$ cat src/design/cmm_pkg.sv
// ----------------------------------------------------------------------------
// cmm_pkg
// Shared types, codes and helpers of the complex matrix multiplier: payload
// structs of both channels, the command queue entry and the sequencer states.
// ----------------------------------------------------------------------------
`default_nettype none

package cmm_pkg;

    // Largest matrix dimension and the depth of the command queue
    localparam int CMM_MAX_DIM     = 8;
    localparam int CMM_QUEUE_DEPTH = 4;   // power of two

    // Fixed field widths
    localparam int FUNC_W      = 2;
    localparam int IDX_W       = 6;
    localparam int ELEM_W      = 16;
    localparam int WORD_W      = 2 * ELEM_W;
    localparam int PROD_W      = 2 * ELEM_W;
    localparam int ACC_W       = 36;
    localparam int DIM_FIELD_W = 4;
    localparam int CFG_IDX_W   = 2;

    // Item function codes
    localparam logic [FUNC_W-1:0] FUNC_WR_A    = 2'd0;
    localparam logic [FUNC_W-1:0] FUNC_WR_B    = 2'd1;
    localparam logic [FUNC_W-1:0] FUNC_COMPUTE = 2'd2;

    // Configuration register indexes
    localparam logic [CFG_IDX_W-1:0] CFG_DIM_LEFT     = 2'd0;
    localparam logic [CFG_IDX_W-1:0] CFG_DIM_RIGHT    = 2'd1;
    localparam logic [CFG_IDX_W-1:0] CFG_DIM_CONTRACT = 2'd2;

    localparam logic [DIM_FIELD_W-1:0] DIM_RESET = 4'd8;

    typedef struct packed {
        logic        [FUNC_W-1:0] func;
        logic        [IDX_W-1:0]  elem_index;
        logic signed [ELEM_W-1:0] elem_re;
        logic signed [ELEM_W-1:0] elem_im;
    } cmm_in_t;

    typedef struct packed {
        logic        [IDX_W-1:0] out_index;
        logic signed [ACC_W-1:0] out_re;
        logic signed [ACC_W-1:0] out_im;
        logic                    last;
    } cmm_out_t;

    typedef enum logic [1:0] {
        KIND_WR_A,
        KIND_WR_B,
        KIND_COMPUTE
    } cmm_kind_t;

    // Queue entry: word holds the real part in the low half
    typedef struct packed {
        cmm_kind_t          kind;
        logic [IDX_W-1:0]   addr;
        logic [WORD_W-1:0]  word;
    } cmm_cmd_t;

    typedef enum logic {
        SEQ_IDLE,
        SEQ_RUN
    } cmm_seq_t;

    // Force a dimension register into 1..max_dim
    function automatic logic [DIM_FIELD_W-1:0] clamp_dim(
        input logic [DIM_FIELD_W-1:0] d,
        input logic [DIM_FIELD_W-1:0] max_dim
    );
        logic [DIM_FIELD_W-1:0] r;
        if (d == '0)
            r = DIM_FIELD_W'(1);
        else if (d > max_dim)
            r = max_dim;
        else
            r = d;
        return r;
    endfunction

endpackage

`default_nettype wire

$ cat src/design/cmm_queue.sv
// ----------------------------------------------------------------------------
// cmm_queue
// Short command FIFO between the decoder and the compute engine, so that
// loads keep arriving while a product is being worked out.
// ----------------------------------------------------------------------------
`default_nettype none

module cmm_queue
    import cmm_pkg::*;
#(
    parameter int DEPTH = CMM_QUEUE_DEPTH
)
(
    input  wire logic      clk,
    input  wire logic      rst_n,
    input  wire logic      push,
    input  wire cmm_cmd_t  push_cmd,
    output logic           full,
    input  wire logic      pop,
    output logic           head_valid,
    output cmm_cmd_t       head
);

    localparam int PTR_W = (DEPTH > 1) ? $clog2(DEPTH) : 1;

    cmm_cmd_t         entry_reg [DEPTH];
    logic [PTR_W:0]   wr_ptr_reg, wr_ptr_next;
    logic [PTR_W:0]   rd_ptr_reg, rd_ptr_next;

    assign head_valid = (wr_ptr_reg != rd_ptr_reg);
    assign full       = (wr_ptr_reg[PTR_W] != rd_ptr_reg[PTR_W]) &&
                        (wr_ptr_reg[PTR_W-1:0] == rd_ptr_reg[PTR_W-1:0]);
    assign head       = entry_reg[rd_ptr_reg[PTR_W-1:0]];

    assign wr_ptr_next = push ? wr_ptr_reg + (PTR_W+1)'(1) : wr_ptr_reg;
    assign rd_ptr_next = pop  ? rd_ptr_reg + (PTR_W+1)'(1) : rd_ptr_reg;

    always_ff @(posedge clk or negedge rst_n)
    begin
        if (!rst_n)
        begin
            wr_ptr_reg <= '0;
            rd_ptr_reg <= '0;
        end
        else
        begin
            wr_ptr_reg <= wr_ptr_next;
            rd_ptr_reg <= rd_ptr_next;
        end
    end

    always_ff @(posedge clk)
    begin
        if (push)
            entry_reg[wr_ptr_reg[PTR_W-1:0]] <= push_cmd;
    end

endmodule

`default_nettype wire

$ cat config.mk
export PLATFORM = sky130hd
export DESIGN_NAME = cmm_queue
export DESIGN_NICKNAME = d
export VERILOG_FILES = /design/src/design/cmm_pkg.sv /design/src/design/cmm_queue.sv
export SDC_FILE = /design/constraint.sdc
export NUM_CORES = 1
export LEC_CHECK = 0
export BUFFER_PORTS_ARGS = -buffer_cell sky130_fd_sc_hd__buf_2
export CAP_MARGIN = 20
export CORE_AREA = 2 2 128 99
export DETAILED_ROUTE_END_ITERATION = 6
export DIE_AREA = 0 0 130 101
export GPL_TIMING_DRIVEN = 0
export HOLD_SLACK_MARGIN = 0.15
export PLACE_DENSITY = 0.73
export SYNTH_ARGS = -nofsm -noshare
export SYNTH_HDL_FRONTEND = slang
export SYNTH_SLANG_ARGS = --single-unit
$ cat constraint.sdc
create_clock -name clk -period 2.9 [get_ports clk]
set_input_delay 0.145 -clock clk [delete_from_list [all_inputs] [get_ports clk]]
set_output_delay 0.145 -clock clk [all_outputs]
set_load 0.05 [all_outputs]
==> Implementation_results.wiki <==
{| class="wikitable"
! Metric !! Value
|-
| Crit path buf inv count || 3
|-
| Number of clock sinks || 166
|-
| Final critical-path share of the clock period || 74.1%
|-
| Clock latency reported for the late side of the worst-skew pair || between 0.4 and 0.5 ns
|-
| Most frequently used cell type in the post-synthesis netlist || sky130_fd_sc_hd__edfxtp_1
|-
| Maximum buffer depth of the clock tree || 2
|-
| Hold Fails Final Rpt || 0
|-
| Type of the worst setup path || reg -> out
|-
| Remaining design rule violation count || 0
|-
| Mapped Area || between 6000 and 7000 sq um
|-
| Share of the synthesized area in the top cell type || 77.8%
|-
| Sequential fraction of design power || a little over a third
|-
| RSZ-0062 raised after global routing || no
|-
| Cell breakdown of the critical path || clkbuf_1 -> buf_2 -> mux4_2 -> buf_2
|-
| Count of synthesis-stage warnings from yosys || 0
|-
| Highest ir drop seen on vdd || about 650 uV
|-
| Final clock skew || roughly 0.0076 ns
|-
| Number of cells on the worst hold path || 2
|-
| Final setup vio count || 0
|-
| Power density of the placed cells || 1140 nW/um^2
|-
| Diodes inserted || 0
|-
| Share of cells above drive strength 1 || 42.7%
|-
| FFs w/ async S/R, synth || approximately 3.6%
|-
| Shortest period the worst path allows || approximately 2.1 ns
|-
| CP Data Arrival Time || ~2.0 ns
|-
| Detailed-routing iteration count for the pre-antenna-repair pass || 4
|-
| Final global-route overflow total || 0
|-
| Share of the yosys chip area belonging to registers || 80.3%
|-
| Critical-path cell with the highest stage delay || sky130_fd_sc_hd__buf_2
|-
| Die span in y || 101 microns
|-
| Via count || slightly below 3000
|-
| Internal power contribution || 5.54 mW
|-
| Number of standard-cell rows in the floorplan || 35
|-
| Inserted Clock Buffers || 17
|-
| CTS-repair resized insts || 0
|-
| Per-instance average area after synthesis || around 26 sq um
|-
| Pin count of the biggest net entering global routing || 24
|-
| Core area || 12000 sq um
|-
| Critical path required time || 2.76 ns
|-
| Non-filler instance count after layout || between 500 and 600
|-
| Combinational Power Share || 39.3%
|-
| Worst-path maximum fanout || 10
|-
| Number of buffers added on ports || 85
|-
| Net switching power || 3.46 mW
|-
| Outcome || complete, no violations
|-
| Fillers || 800
|-
| Total I/O pin count || 86
|-
| Classification of the worst-slack hold path || in -> reg
|-
| Crit path top cell by count || sky130_fd_sc_hd__buf_2
|-
| Antenna violations before repair || 0
|-
| Number of H-tree levels || 4
|-
| Estimated wirelength of the detail-placed design || 6340 microns
|-
| Placer congestion estimate || 0.657
|-
| Overall track demand over capacity in global routing || roughly 17%
|-
| Leading cell types by total area after synthesis || sky130_fd_sc_hd__edfxtp_1, sky130_fd_sc_hd__mux4_2, sky130_fd_sc_hd__dfrtp_1
|-
| Highest achievable clock rate || 465 MHz
|-
| Antenna-violating nets left || 0
|-
| Slowest stage delay, CP || 0.36 ns
|-
| Clock root cell || sky130_fd_sc_hd__clkbuf_16
|-
| WL per Instance || 18.2 microns
|-
| Largest area contributor in the netlist || sky130_fd_sc_hd__edfxtp_1
|-
| Initial core utilization || 51.6%
|-
| Wire length of the first global-routing pass || 16200 microns
|-
| Vias per cell || 5.11
|-
| Area growth syn-to-layout || 28.2%
|-
| Worst Setup End Kind || output pin
|-
| CTS tree || built
|-
| Number of design-rule violations left by the first detailed-router iteration || 117
|-
| Number of nets produced by synthesis || ~290
|-
| Synth Instances || 240
|-
| Leakage power total || ~2.8 nW
|-
| Critical Path Start Type || register
|-
| Cell family with most CP delay || buffers and inverters
|-
| Sequential cell area || 4950 sq um
|-
| Combined area of the multi-input logic cells || 1100 sq um
|-
| Max Transition Viols Final || 0
|-
| Number of flops mapped to enable cells by yosys || 160
|-
| Distinct cell type count of the synthesized netlist || 18
|-
| Relative slew slack || between 60% and 70%
|-
| Primary FF master, synth || sky130_fd_sc_hd__edfxtp_1
|-
| Flip-flop count of the largest register after layout || 160
|-
| Number of violations of the max-capacitance limit || 0
|-
| #FFs+latches synth || ~170
|-
| Number of cells on the critical path || 4
|-
| Die width || 130 microns
|-
| Clock network fraction of design power || between 20% and 30%
|-
| Detailed-route wire length || 10400 microns
|-
| Commonest cells in the netlist || sky130_fd_sc_hd__edfxtp_1, sky130_fd_sc_hd__mux4_2, sky130_fd_sc_hd__dfrtp_1, sky130_fd_sc_hd__ha_1
|-
| Via count of the first global-routing pass || 3116
|-
| Setup TNS after final layout || 0 ns
|-
| Post-layout net count || 441
|-
| R2R depth || 4
|-
| Die area || about 13000 sq um
|-
| Worst Tran Pin Value || 0.539 ns
|-
| Net switching fraction of the power || 38.4%
|-
| Clock transition at path regs || 0.07 ns
|-
| Placed insts || 495
|}
-- layer usage --
| metal | part of all wire, % | vias to the layer above | GRT usage (%) |
|---|---|---|---|
| met1 | 43 | 1504 | 21.2 |
| li1 | - | 1330 | - |
| met3 | 5.0 | 10 | 5.63 |
| met2 | 51 | 75 | 28.8 |
| met4 | 1.4 | 0 | 6.70 |
| met5 | 0 | - | 0 |
-- repair_timing --
item / CTS / global route
hold buffers: 44 / 0
endpoints found under the hold margin: 171 / 0
buffers inserted: 0 / 0
-- power groups by stage --
| stage | registers [mW] | clock network, mW | logic, mW |
|---|---|---|---|
| finish | 3.25 | 2.21 | 3.53 |
| global route | 3.29 | 2.34 | 3.75 |
| floorplan | 3.28 | 0 | 2.77 |
| CTS | 3.26 | 2.24 | 3.60 |
| detailed placement | 3.31 | 0 | 3.55 |
| global placement | 3.31 | 0 | 3.45 |
-- kinds of logic after synthesis --
logic type / after synthesis / share of synthesized area, %
AOI/OAI and AO/OA: 1 / 0.0810
adders and majority gates: 5 / 1.01
xor gates and xnor gates: 7 / 0.993
and+or+nand+nor: 8 / 0.750
buffers and inverters: 12 / 1.99
muxes: 41 / 14.9
DFF: 166 / 80.3
-- worst paths after layout --
check	startpoint	endpoint	slack, ns
min in group asynchronous	rst_n	wr_ptr_reg[0]	0.68
min	push_cmd[21]	entry_reg[0][21]	0.47
max	rd_ptr_reg[1]	head[10]	0.75
max reg2reg	wr_ptr_reg[0]	entry_reg[0][18]	1.15
max in group asynchronous	rst_n	rd_ptr_reg[0]	1.99
min reg2reg	rd_ptr_reg[2]	rd_ptr_reg[2]	0.50
-- layout by cell type, fill, tap and decap left out, types with 2 or more instances in the layout --
cell / instances
sky130_fd_sc_hd__nand2_1: 2
sky130_fd_sc_hd__clkbuf_16: 17
sky130_fd_sc_hd__xor2_1: 3
sky130_fd_sc_hd__inv_6: 4
sky130_fd_sc_hd__buf_2: 89
sky130_fd_sc_hd__clkinvlp_4: 2
sky130_fd_sc_hd__mux4_1: 2
sky130_fd_sc_hd__buf_12: 8
sky130_fd_sc_hd__and2_2: 4
sky130_fd_sc_hd__edfxtp_1: 160
sky130_fd_sc_hd__dfrtp_1: 6
sky130_fd_sc_hd__ha_1: 5
sky130_fd_sc_hd__mux4_2: 38
sky130_fd_sc_hd__inv_1: 2
sky130_fd_sc_hd__clkinv_4: 2
sky130_fd_sc_hd__xnor2_1: 4
sky130_fd_sc_hd__dlygate4sd3_1: 44
sky130_fd_sc_hd__inv_8: 5
-- worst reg2reg max path: cells and delay by family (launching register included) --
kind	cells	cell delay, ns
adders and majority gates	1	0.13
and+or+nand+nor	1	0.48
buffers and inverters	2	0.37
DFF	1	0.45
-- final cells by class --
cell class	count	area share [%]
buffer	10	1.45
clock buffer	17	5.37
clock inverter	15	2.01
inverter	2	0.0948
multi-input combinational	62	13.9
sequential	166	62.6
tap	166	2.62
timing repair buffer	133	12.0
-- stage by stage --
stage / power [mW] / worst slack (ns) / hold slack, ns / cell area, sq um / utilization, %
final: 8.99 / 0.751 / 0.468 / 7920 / 66.2
after global routing: 9.39 / 0.617 / 0.471 / 7920 / 66.2
after CTS: 9.10 / 0.707 / 0.456 / 7920 / 66.2
after detailed placement: 6.86 / 1.14 / -0.0144 / 6890 / 57.6
after global placement: 6.76 / 0.206 / -0.0214 / 6810 / 56.9
after floorplan: 6.05 / 0.889 / -0.151 / 6170 / -
Note: power is estimated with default switching activity, not from simulation.
